--- src/rtl/lbst_pkg.sv ---
// shared constants and types of the largest-box smoothed tracker
`default_nettype none

package lbst_pkg;

  // fixed point: 1.0 = 2^FRAC_BITS
  localparam int FRAC_BITS = 16;
  localparam int VAL_W     = 17;                 // coordinate and register width
  localparam int AREA_W    = 2 * VAL_W - 1;      // saturated area width
  localparam int ERR_W     = VAL_W + 4;          // signed doubled error
  localparam int MAG_W     = ERR_W - 1;          // magnitude of doubled error
  localparam int PROD_W    = MAG_W + VAL_W;      // shared multiplier product
  localparam int CFG_IDX_W = 2;

  localparam logic [VAL_W-1:0]  ONE_FX   = VAL_W'(1) << FRAC_BITS;
  localparam logic [VAL_W-1:0]  HALF_FX  = VAL_W'(1) << (FRAC_BITS - 1);
  localparam logic [AREA_W-1:0] AREA_MAX = '1;

  // register reset values
  localparam logic [VAL_W-1:0] GAIN_RST     = VAL_W'(6554);
  localparam logic [VAL_W-1:0] DEAD_BAND_RST = VAL_W'(3277);
  localparam logic [VAL_W-1:0] MAX_STEP_RST = VAL_W'(6554);

  // register indexes
  localparam logic [CFG_IDX_W-1:0] CFG_IDX_GAIN      = CFG_IDX_W'(0);
  localparam logic [CFG_IDX_W-1:0] CFG_IDX_DEAD_BAND = CFG_IDX_W'(1);
  localparam logic [CFG_IDX_W-1:0] CFG_IDX_MAX_STEP  = CFG_IDX_W'(2);

  // step limits handed to the axis update
  typedef struct packed {
    logic [VAL_W-1:0] dead_band;
    logic [VAL_W-1:0] max_step;
  } lbst_limits_t;

endpackage

`default_nettype wire

--- src/rtl/largest_box_smoothed_tracker.sv ---
// top level of the largest-box smoothed tracker: sequencer, state and ports
`default_nettype none

// Boxes of one frame come in one beat each, last_box set on the final one. The
// block keeps the box with the strictly largest area (first wins on ties, zero
// area never kept). On the last box it emits one result beat: found, and the
// smoothed center (y flipped) moved toward the kept box by gain * error, with
// steps under dead_band zeroed, steps limited to max_step and the position
// clamped to 0..1 (1.0 = 65536). A frame with no box of positive area reports
// found = 0 and the unchanged position. One 20 x 17 bit registered multiplier
// does all products in turn: the area of each box, then on the last box of a
// frame with a kept box the x and y steps, each in its error and post state;
// a last box also waits while the previous result beat stays stalled.
// in_stall is low only while the sequencer is idle; a finished result sits in
// the output register, so the next box is taken while it waits. Configuration
// writes are always ready and must only happen while the block is idle.
module largest_box_smoothed_tracker (
  input  wire logic                          clk,
  input  wire logic                          rst_n,
  // box channel
  input  wire logic                          in_valid,
  output logic                               in_stall,
  input  wire logic [lbst_pkg::VAL_W-1:0]    in_box_left,
  input  wire logic [lbst_pkg::VAL_W-1:0]    in_box_top,
  input  wire logic [lbst_pkg::VAL_W-1:0]    in_box_width,
  input  wire logic [lbst_pkg::VAL_W-1:0]    in_box_height,
  input  wire logic                          in_last_box,
  // result channel
  output logic                               out_valid,
  input  wire logic                          out_stall,
  output logic                               out_found,
  output logic      [lbst_pkg::VAL_W-1:0]    out_pos_x,
  output logic      [lbst_pkg::VAL_W-1:0]    out_pos_y,
  // register writes
  input  wire logic                          cfg_valid,
  output logic                               cfg_ready,
  input  wire logic [lbst_pkg::CFG_IDX_W-1:0] cfg_index,
  input  wire logic [lbst_pkg::VAL_W-1:0]    cfg_data
);

  localparam int VW = lbst_pkg::VAL_W;
  localparam int EW = lbst_pkg::ERR_W;

  typedef enum logic [6:0] {
    S_IDLE  = 7'b0000001,
    S_AREA  = 7'b0000010,
    S_ERRX  = 7'b0000100,
    S_POSTX = 7'b0001000,
    S_ERRY  = 7'b0010000,
    S_POSTY = 7'b0100000,
    S_OUT   = 7'b1000000
  } lbst_state_t;

  lbst_state_t state_r, state_nxt;

  // configuration
  logic [VW-1:0] gain_r, dead_band_r, max_step_r;

  // latched box of the current beat
  logic [VW-1:0] box_left_r, box_top_r, box_width_r, box_height_r;
  logic          last_r;

  // frame state
  logic [lbst_pkg::AREA_W-1:0] best_area_r;
  logic [VW-1:0] best_left_r, best_top_r, best_width_r, best_height_r;
  logic [VW-1:0] prev_x_r, prev_y_r;
  logic          found_r;
  logic          neg_r;

  // result register
  logic          out_valid_r, out_found_r;
  logic [VW-1:0] out_pos_x_r, out_pos_y_r;

  logic in_accept, out_load;

  // shared multiplier
  logic                         mul_load;
  logic [lbst_pkg::MAG_W-1:0]   mul_a;
  logic [VW-1:0]                mul_b;
  logic [lbst_pkg::PROD_W-1:0]  prod;

  // area compare
  logic [lbst_pkg::AREA_W-1:0]  area_sat;
  logic                         area_win;

  // error of the axis being worked on
  logic signed [EW-1:0] tgt2, err2;
  logic [lbst_pkg::MAG_W-1:0] err_abs;
  logic [VW-1:0] prev_sel, next_pos;
  lbst_pkg::lbst_limits_t limits;

  assign in_stall  = (state_r != S_IDLE);
  assign in_accept = in_valid && !in_stall;
  assign cfg_ready = 1'b1;
  // a result goes out once the register is empty or being drained
  assign out_load  = (state_r == S_OUT) && (!out_valid_r || !out_stall);

  // area saturates at the width of best_area
  assign area_sat = (prod[lbst_pkg::PROD_W-1:lbst_pkg::AREA_W] != '0)
                    ? lbst_pkg::AREA_MAX : prod[lbst_pkg::AREA_W-1:0];
  assign area_win = area_sat > best_area_r;

  // doubled target and error; y is flipped
  always_comb begin
    if (state_r == S_ERRY) begin
      tgt2     = $signed(EW'({lbst_pkg::ONE_FX, 1'b0}))
                 - $signed(EW'({best_top_r, 1'b0}))
                 - $signed(EW'(best_height_r));
      prev_sel = prev_y_r;
    end else begin
      tgt2     = $signed(EW'({best_left_r, 1'b0})) + $signed(EW'(best_width_r));
      prev_sel = prev_x_r;
    end
    if (state_r == S_POSTY) begin
      prev_sel = prev_y_r;
    end
    err2    = tgt2 - $signed(EW'({prev_sel, 1'b0}));
    err_abs = err2[EW-1] ? lbst_pkg::MAG_W'(-err2) : lbst_pkg::MAG_W'(err2);
  end

  // multiplier operands: width x height on accept, |error| x gain per axis
  always_comb begin
    mul_load = in_accept || (state_r == S_ERRX) || (state_r == S_ERRY);
    if (state_r == S_IDLE) begin
      mul_a = lbst_pkg::MAG_W'(in_box_width);
      mul_b = in_box_height;
    end else begin
      mul_a = err_abs;
      mul_b = gain_r;
    end
  end

  lbst_mul u_mul (
    .clk  (clk),
    .load (mul_load),
    .op_a (mul_a),
    .op_b (mul_b),
    .prod (prod)
  );

  assign limits.dead_band = dead_band_r;
  assign limits.max_step  = max_step_r;

  lbst_axis_step u_axis (
    .prod   (prod),
    .neg    (neg_r),
    .prev   (prev_sel),
    .limits (limits),
    .next   (next_pos)
  );

  // sequencer
  always_comb begin
    state_nxt = state_r;
    case (state_r)
      S_IDLE: begin
        if (in_accept) begin
          state_nxt = S_AREA;
        end
      end
      S_AREA: begin
        if (!last_r) begin
          state_nxt = S_IDLE;
        end else if (area_win || (best_area_r != '0)) begin
          state_nxt = S_ERRX;
        end else begin
          state_nxt = S_OUT;
        end
      end
      S_ERRX:  state_nxt = S_POSTX;
      S_POSTX: state_nxt = S_ERRY;
      S_ERRY:  state_nxt = S_POSTY;
      S_POSTY: state_nxt = S_OUT;
      S_OUT: begin
        if (out_load) begin
          state_nxt = S_IDLE;
        end
      end
      default: state_nxt = S_IDLE;
    endcase
  end

  always_ff @(posedge clk) begin
    if (!rst_n) begin
      state_r     <= S_IDLE;
      gain_r      <= lbst_pkg::GAIN_RST;
      dead_band_r <= lbst_pkg::DEAD_BAND_RST;
      max_step_r  <= lbst_pkg::MAX_STEP_RST;
      best_area_r <= '0;
      best_left_r <= '0;
      best_top_r  <= '0;
      best_width_r  <= '0;
      best_height_r <= '0;
      prev_x_r    <= lbst_pkg::HALF_FX;
      prev_y_r    <= lbst_pkg::HALF_FX;
      found_r     <= 1'b0;
      out_valid_r <= 1'b0;
    end else begin
      state_r <= state_nxt;

      if (cfg_valid && cfg_ready) begin
        case (cfg_index)
          lbst_pkg::CFG_IDX_GAIN:      gain_r      <= cfg_data;
          lbst_pkg::CFG_IDX_DEAD_BAND: dead_band_r <= cfg_data;
          lbst_pkg::CFG_IDX_MAX_STEP:  max_step_r  <= cfg_data;
          default: ;
        endcase
      end

      // strictly larger area replaces the kept box
      if ((state_r == S_AREA) && area_win) begin
        best_area_r   <= area_sat;
        best_left_r   <= box_left_r;
        best_top_r    <= box_top_r;
        best_width_r  <= box_width_r;
        best_height_r <= box_height_r;
      end
      if (state_r == S_AREA) begin
        found_r <= area_win || (best_area_r != '0);
      end

      if (state_r == S_POSTX) begin
        prev_x_r <= next_pos;
      end
      if (state_r == S_POSTY) begin
        prev_y_r <= next_pos;
      end

      if (out_load) begin
        out_valid_r <= 1'b1;
        best_area_r <= '0;
      end else if (out_valid_r && !out_stall) begin
        out_valid_r <= 1'b0;
      end
    end
  end

  // payload registers
  always_ff @(posedge clk) begin
    if (in_accept) begin
      box_left_r   <= in_box_left;
      box_top_r    <= in_box_top;
      box_width_r  <= in_box_width;
      box_height_r <= in_box_height;
      last_r       <= in_last_box;
    end
    if ((state_r == S_ERRX) || (state_r == S_ERRY)) begin
      neg_r <= err2[EW-1];
    end
    if (out_load) begin
      out_found_r <= found_r;
      out_pos_x_r <= prev_x_r;
      out_pos_y_r <= prev_y_r;
    end
  end

  assign out_valid = out_valid_r;
  assign out_found = out_found_r;
  assign out_pos_x = out_pos_x_r;
  assign out_pos_y = out_pos_y_r;

  // stored position never leaves 0..1
  a_pos_range: assert property (@(posedge clk) disable iff (!rst_n)
    (prev_x_r <= lbst_pkg::ONE_FX) && (prev_y_r <= lbst_pkg::ONE_FX))
    else $error("stored position out of range");

  // a result beat only comes from the output state
  a_out_source: assert property (@(posedge clk) disable iff (!rst_n)
    $rose(out_valid_r) |-> $past(state_r == S_OUT))
    else $error("result loaded outside output state");

  // kept area is cleared once a frame's result is loaded
  a_frame_clear: assert property (@(posedge clk) disable iff (!rst_n)
    out_load |=> (best_area_r == '0))
    else $error("best area not cleared after frame");

  // a frame without a positive-area box leaves the position alone
  a_no_move: assert property (@(posedge clk) disable iff (!rst_n)
    ((state_r == S_AREA) && last_r && !area_win && (best_area_r == '0))
      |=> $stable(prev_x_r) && $stable(prev_y_r))
    else $error("position moved without a box");

endmodule

`default_nettype wire

--- src/rtl/lbst_mul.sv ---
// shared registered multiplier used for the area and both axis steps
`default_nettype none

module lbst_mul (
  input  wire logic                        clk,
  input  wire logic                        load,
  input  wire logic [lbst_pkg::MAG_W-1:0]  op_a,
  input  wire logic [lbst_pkg::VAL_W-1:0]  op_b,
  output logic      [lbst_pkg::PROD_W-1:0] prod
);

  logic [lbst_pkg::PROD_W-1:0] prod_r;

  always_ff @(posedge clk) begin
    if (load) begin
      prod_r <= lbst_pkg::PROD_W'(op_a) * lbst_pkg::PROD_W'(op_b);
    end
  end

  assign prod = prod_r;

endmodule

`default_nettype wire

--- src/rtl/lbst_axis_step.sv ---
// rounding, dead band, step limit and clamp of one axis update
`default_nettype none

module lbst_axis_step (
  input  wire logic [lbst_pkg::PROD_W-1:0] prod,
  input  wire logic                        neg,
  input  wire logic [lbst_pkg::VAL_W-1:0]  prev,
  input  wire lbst_pkg::lbst_limits_t      limits,
  output logic      [lbst_pkg::VAL_W-1:0]  next
);

  localparam int RND_W = lbst_pkg::PROD_W + 1;
  localparam int RAW_W = RND_W - (lbst_pkg::FRAC_BITS + 1);
  localparam int SUM_W = lbst_pkg::VAL_W + 2;

  logic [RND_W-1:0]          rnd;
  logic [RAW_W-1:0]          mag_raw;
  logic [lbst_pkg::VAL_W-1:0] mag_lim;
  logic signed [SUM_W-1:0]   sum;

  always_comb begin
    // round half up, drop the extra fraction bit of the doubled error
    rnd     = {1'b0, prod} + RND_W'(lbst_pkg::ONE_FX);
    mag_raw = rnd[RND_W-1 -: RAW_W];

    if (mag_raw < RAW_W'(limits.dead_band)) begin
      mag_lim = '0;
    end else if (mag_raw > RAW_W'(limits.max_step)) begin
      mag_lim = limits.max_step;
    end else begin
      mag_lim = mag_raw[lbst_pkg::VAL_W-1:0];
    end

    if (neg) begin
      sum = $signed({2'b00, prev}) - $signed({2'b00, mag_lim});
    end else begin
      sum = $signed({2'b00, prev}) + $signed({2'b00, mag_lim});
    end

    if (sum < 0) begin
      next = '0;
    end else if (sum > $signed(SUM_W'(lbst_pkg::ONE_FX))) begin
      next = lbst_pkg::ONE_FX;
    end else begin
      next = sum[lbst_pkg::VAL_W-1:0];
    end
  end

endmodule

`default_nettype wire

--- config.mk ---
export PLATFORM = sky130hd
export DESIGN_NAME = largest_box_smoothed_tracker
export DESIGN_NICKNAME = d
export VERILOG_FILES = /design/src/rtl/lbst_pkg.sv /design/src/rtl/largest_box_smoothed_tracker.sv /design/src/rtl/lbst_mul.sv /design/src/rtl/lbst_axis_step.sv
export SDC_FILE = /design/constraint.sdc
export NUM_CORES = 2
export LEC_CHECK = 0
export BUFFER_PORTS_ARGS = -buffer_cell sky130_fd_sc_hd__buf_4
export CAP_MARGIN = 20
export CORE_ASPECT_RATIO = 1.25
export CORE_MARGIN = 1
export CORE_UTILIZATION = 50
export CTS_CLUSTER_SIZE = 40
export DETAILED_ROUTE_END_ITERATION = 7
export PLACE_DENSITY = 0.69
export SYNTH_ARGS = -nofsm -noshare
export SYNTH_HDL_FRONTEND = slang
export SYNTH_SLANG_ARGS = --single-unit
--- constraint.sdc ---
create_clock -name clk -period 19.9 [get_ports clk]
set_input_delay 1.99 -clock clk [delete_from_list [all_inputs] [get_ports clk]]
set_output_delay 1.99 -clock clk [all_outputs]
set_load 0.005 [all_outputs]
* Yosys cells after proc, flatten, opt, wreduce, memory -nomap -nowiden
Index checks and enable logic that the tools add are counted.
** Storage, ports and cells
- Bits in registers :: 337
- Input bits :: 93
- Output and inout port bits :: 38
- Word-level logic and storage cells :: 90
** Operators by class
- Add/sub/neg operators :: 8
- $mul :: 1
- $lt $le $gt $ge :: 5
- Equality and inequality tests :: 12
- Muxes and demuxes :: 19
- Bitwise gates (word level) :: 1
- Reductions and logical operators :: 21
** Operators with widths (count)
- 17-bit two-way mux :: 7
- 7-bit one-hot mux with 7 select lines :: 1
- 20-bit two-way mux :: 2
- 37-bit by 17-bit adder with 38-bit output (second input constant) :: 1
- 20-bit by 17-bit multiplier with 37-bit output :: 1
- 33-bit > comparator :: 1
- 33-bit two-way mux :: 1
- 33-bit nonzero test :: 1
- 7-bit two-way mux :: 4
- 21-bit by 17-bit > comparator with 1-bit output :: 1
- 21-bit by 17-bit < comparator with 1-bit output :: 1
- 21-bit two-way mux :: 1
- 21-bit by 19-bit subtractor with 21-bit output :: 1
- 20-bit negator :: 1
- 19-bit by 18-bit subtractor with 20-bit output :: 1
- 18-bit by 17-bit adder with 19-bit output :: 1
- 19-bit by 18-bit > comparator with 1-bit output (second input constant) :: 1
- 19-bit by 1-bit < comparator with 1-bit output (second input constant) :: 1
- 19-bit two-way mux :: 1
- 18-bit by 18-bit subtractor with 19-bit output (first input constant) :: 1
- 17-bit by 17-bit adder with 18-bit output :: 1
- 17-bit by 17-bit subtractor with 18-bit output :: 1
- 2-bit AND reduction :: 4
- 7-bit by 1-bit equality test with 1-bit output (second input constant) :: 1
- other kinds (19) :: 30

* Longest topological paths before layout
- Word-level depth :: 9
- Mapped depth :: 51
- Gate-level depth less buffers :: 49

* Modules after synthesis
A second synthesis with hierarchy kept.
** Unflattened totals
- Cells, all modules :: 3632
- Area total of the unflattened synthesis :: 31363.8 µm²
** By module, submodules not included
- largest_box_smoothed_tracker :: instances 1, cells each 1772, area an instance 15384.8 µm², seq. area each 7056.8 µm²
- lbst_mul :: instances 1, cells each 1355, area an instance 12364.4 µm², seq. area each 1111.1 µm²
- lbst_axis_step :: instances 1, cells each 505, area an instance 3614.7 µm², seq. area each 0.0 µm²

* Least setup slack after synthesis
OpenSTA, ideal clock, no wires.
- Kind :: register -> register
- Start :: reg best_top_r[2]
- End :: reg u_mul.prod_r (netlist bit u_mul.prod[36]), data pin
- Library setup time :: 0.260 ns
- Data arrival time :: 10.306 ns
- Required time :: 19.640 ns
- Setup slack :: 9.334 ns
- Stages on the path, launching flop included :: 46
- Path buffers :: 2
- Period minus slack after synthesis :: 10.566 ns
- Cell sequence :: dfxtp_1 > nor3_1 > and4_1 > clkbuf_1 > nor2b_1 > xnor2_1 > ha_1 > and3_1 > a221oi_1 > nand2_1 > a21oi_1 > xnor2_1 > nor2_1 > a21oi_1 > ha_1 > a21oi_1 > o21ai_1 > a2111oi_4 > (+10 left out) > fa_1 > inv_1 > fa_1 > fa_1 > inv_1 > fa_1 > inv_1 > ha_1 > a21oi_1 > o221ai_1 > a221o_1 > a21o_1 > a31o_2 > o221ai_1 > o221ai_1 > o21ai_0 > nor2b_1 > xnor2_1
** Between the ends
- Word-level cells in the longest chain between the ends :: 8
** RTL lines
- start: declaration :: RTL line largest_box_smoothed_tracker.sv:65 : logic [VW-1:0] best_left_r, best_top_r, best_width_r, best_height_r;
- start signal: assignment :: RTL line largest_box_smoothed_tracker.sv:214 : best_top_r <= box_top_r;
- 18-bit by 18-bit subtractor with 19-bit output * :: RTL line largest_box_smoothed_tracker.sv:107 : - $signed(EW'({best_top_r, 1'b0}))
- 19-bit by 18-bit subtractor with 20-bit output * :: RTL line largest_box_smoothed_tracker.sv:108 : - $signed(EW'(best_height_r));
- 21-bit two-way mux * :: RTL line largest_box_smoothed_tracker.sv:105 : if (state_r == S_ERRY) begin
- 21-bit by 19-bit subtractor with 21-bit output * :: RTL line largest_box_smoothed_tracker.sv:117 : err2 = tgt2 - $signed(EW'({prev_sel, 1'b0}));
- 20-bit negator :: RTL line largest_box_smoothed_tracker.sv:118 : err_abs = err2[EW-1] ? lbst_pkg::MAG_W'(-err2) : lbst_pkg::MAG_W'(err2);
- 20-bit two-way mux * :: RTL line largest_box_smoothed_tracker.sv:118
- 20-bit two-way mux * :: RTL line largest_box_smoothed_tracker.sv:124 : if (state_r == S_IDLE) begin
- 20-bit by 17-bit multiplier with 37-bit output * :: RTL line lbst_mul.sv:16 : prod_r <= lbst_pkg::PROD_W'(op_a) * lbst_pkg::PROD_W'(op_b);
- end signal: assignment :: RTL line lbst_mul.sv:16
- end: declaration :: RTL line lbst_mul.sv:12 : logic [lbst_pkg::PROD_W-1:0] prod_r;
Mark *: on every way between the ends. The rest lies on a longest branch, timed or not.
A chain may end at the register's enable or synchronous reset.

* Final worst setup path
- Start :: reg best_top_r[0]
- End :: reg u_mul.prod_r (netlist bit u_mul.prod[36]), data pin
The elaborated chain is that of the path after synthesis.

==> results.cfg <==
[status]
status = complete, no violations

[synthesis]
avgSynthCellArea_um2 = 8.903
netlist_area_mm2 = 0.03136
synth_top_area_share_pct = 17.49
ys_seq_area_share_pct = 26.05
synth_top_flop_cell = dfxtp_1
yosys_warnings = 0
synthArstFlopShare_pct = 0
yosysMostFrequentCell = nand2_1
ys_ff_latch = 337
synth_largest_area_cell = fa_1
synth_cell_type_count = 106
syn-instance-count = 3522
synthTopCellsByCount = nand2_1, inv_1, fa_1, ha_1, dfxtp_1
synth.area.top_cells = fa_1, edfxtp_1, dfxtp_1
synth_nets = 4152
synth_edf_count = 142

[critical_path]
slowest_delay_ns = 1.02
critPathKind = reg -> reg
r2r_cells = 46
r2r_start = best_top_r[0]
critPathLaunch = best_top_r[0]
worst-path-buf-inv = 6
cp.required_ns = 20.21
cp-start-kind = flop
critPathMostFrequentCell = fa_1
cp_max_fo = 17
cp.arrival_ns = 12.60
crit_path_end_kind = flop
path_delay_family = compound AO/OA/AOI/OAI gates
reg2reg_slack_ns = 7.61
slowest_stage = a31oi_2
rr_endpoint = u_mul.prod[36]

[detailed_routing]
avgViaCountPerCell = 5.779
firstDrtPassIters = 6
drc = 0
wl_per_cell_um = 21.45
ant_nets = 0
vias = 25580
wl_mm = 94.95
drt_iter0_markers = 2109

[clock_tree]
clk_pin_slew_ns = 0.07
postCtsHoldBufs = 0
htree_num_levels = 2
cts_tree = built
clock-sinks = 337
cts_resized = 0
numCtsBuffers = 37
insertion_delay_ns = 0.57
ctsRootBufferMaster = clkbuf_16
cts_setup_buffers = 0
clock_path_buffers = 3

[floorplan]
start_util_pct = 50.55
pin_count = 131
die_x_um = 226.0
die_h_um = 282.0
core.rowCount = 102
dieArea_mm2 = 0.06372
fp.coreArea_mm2 = 0.06202

[finish]
area.growth.synth_to_final_pct = 9.150
regArea_mm2 = 0.008168
multi_input_area_mm2 = 0.02079
layout-drive-gt1-share_pct = 9.071
nFillCells = 5750
largest_register_ffs = 37
diodes = 0
num-nets-final = 4195

[grt]
gr-usage-all-layers_pct = 30.20
grt_pass1_wl_mm = 145.0
grt_overflow = 0
antenna_found_initial = 0
grt_max_degree = 112
grt_pass1_vias = 25200

[timing]
fin_setup_tns_ns = 0
setup_viol = 0
period_needed_ns = 12.29
hold_viol_final = 0
worst_pin_slew_ns = 1.236
skew_ns = 0.02185
max_freq_ghz = 0.08138
maxSlewViolCount = 0
timing.slew.headroom_pct = 17.35
rsz0062_at_grt = no
fin_crit_sh_pct = 61.75

[flow_run]
drv_cap = 0

[min_path]
worstHoldPathCells = 0
worstHoldStart = found_r
hold_path_class = reg -> reg
min_to = out_found

[place]
dp_hpwl_mm = 74.97
port_buffers = 129
gp_congestion = 0.9919
[cell type report]
type	count	area share (%)
repair buffers	158	3.491
flip-flops and latches	337	23.86
inverters	479	5.253
clock inverters	26	0.6763
well taps	832	3.042
clock buffers	42	2.914
multi-input cells	2552	60.76
[per-stage QoR]
stage               hold WS [ns]  utilization [%]  setup WS (ns)  instances  area, µm²
finish                    0.4193            55.18          7.612       4426      34230
detailed placement        0.4069            53.15          7.766       4355      32970
global placement          0.4169            53.15          7.918       4355      32970
CTS                       0.4213            55.13          7.670       4423      34190
global route              0.4519            55.18          6.849       4426      34230
floorplan                 0.3995                -          9.334       3522      31360
[worst register-to-register path, delay by kind of cell, from the launching register on]
kind                     cells  cell delay (ns)
flip-flops                   1             0.37
buffers and inverters        6             0.60
AND/OR/NAND/NOR              5             0.76
AO/OA/AOI/OAI               22             5.71
adder cells (fa/ha/maj)     10             4.22
XOR/XNOR                     3             0.38
[kinds of logic (layout without fill, tap and decap cells)]
logic type               after synthesis  after routing  share of synthesized area [%]
buffers and inverters                633            705                          7.797
AO/OA/AOI/OAI                        708            708                          16.13
adder cells (fa/ha/maj)              537            537                          27.99
flip-flops                           337            337                          26.05
XOR/XNOR                             117            117                          3.352
other                                  1              1                        0.01196
multiplexers                          44             44                          1.484
AND/OR/NAND/NOR                     1145           1145                          17.19
[metal layers]
layer | GRT usage, % | up-vias | share of wire, %
met5 | 0 | - | 0
met4 | 19.01 | 0 | 7.1
met3 | 5.242 | 323 | 7.4
met2 | 49.93 | 1044 | 47
met1 | 36.43 | 12293 | 38
li1 | - | 11920 | -
[cells in the final DEF, fill, tap and decap left out, types with 42 or more instances in the layout]
| cell type | synthesis | layout |
|---|---|---|
| a211oi_1 | 45 | 45 |
| a21boi_0 | 109 | 109 |
| a21o_1 | 52 | 52 |
| a21oi_1 | 131 | 129 |
| and2_1 | 59 | 58 |
| and3_1 | 50 | 50 |
| buf_4 | 7 | 155 |
| dfxtp_1 | 195 | 195 |
| edfxtp_1 | 142 | 142 |
| fa_1 | 274 | 274 |
| ha_1 | 263 | 263 |
| inv_1 | 478 | 477 |
| nand2_1 | 524 | 524 |
| nand2b_1 | 69 | 69 |
| nand3_1 | 73 | 73 |
| nor2_1 | 182 | 181 |
| nor3_1 | 42 | 42 |
| o21ai_0 | 82 | 82 |
| o31ai_1 | 44 | 44 |
| xnor2_1 | 81 | 81 |
[worst max-delay path by stage]
stage | cells after the start | slack [ns] | endpoint
final | 46 | 7.61 | u_mul.prod[36]
after global routing | 46 | 6.85 | u_mul.prod[36]
after CTS | 46 | 7.67 | u_mul.prod[35]
after detailed placement | 46 | 7.77 | u_mul.prod[35]
after global placement | 46 | 7.92 | u_mul.prod[35]
after floorplan | 45 | 9.33 | u_mul.prod[36]
Power is not shown: default switching activity piles up to over one toggle a cycle in this logic, so the estimate is an artifact.
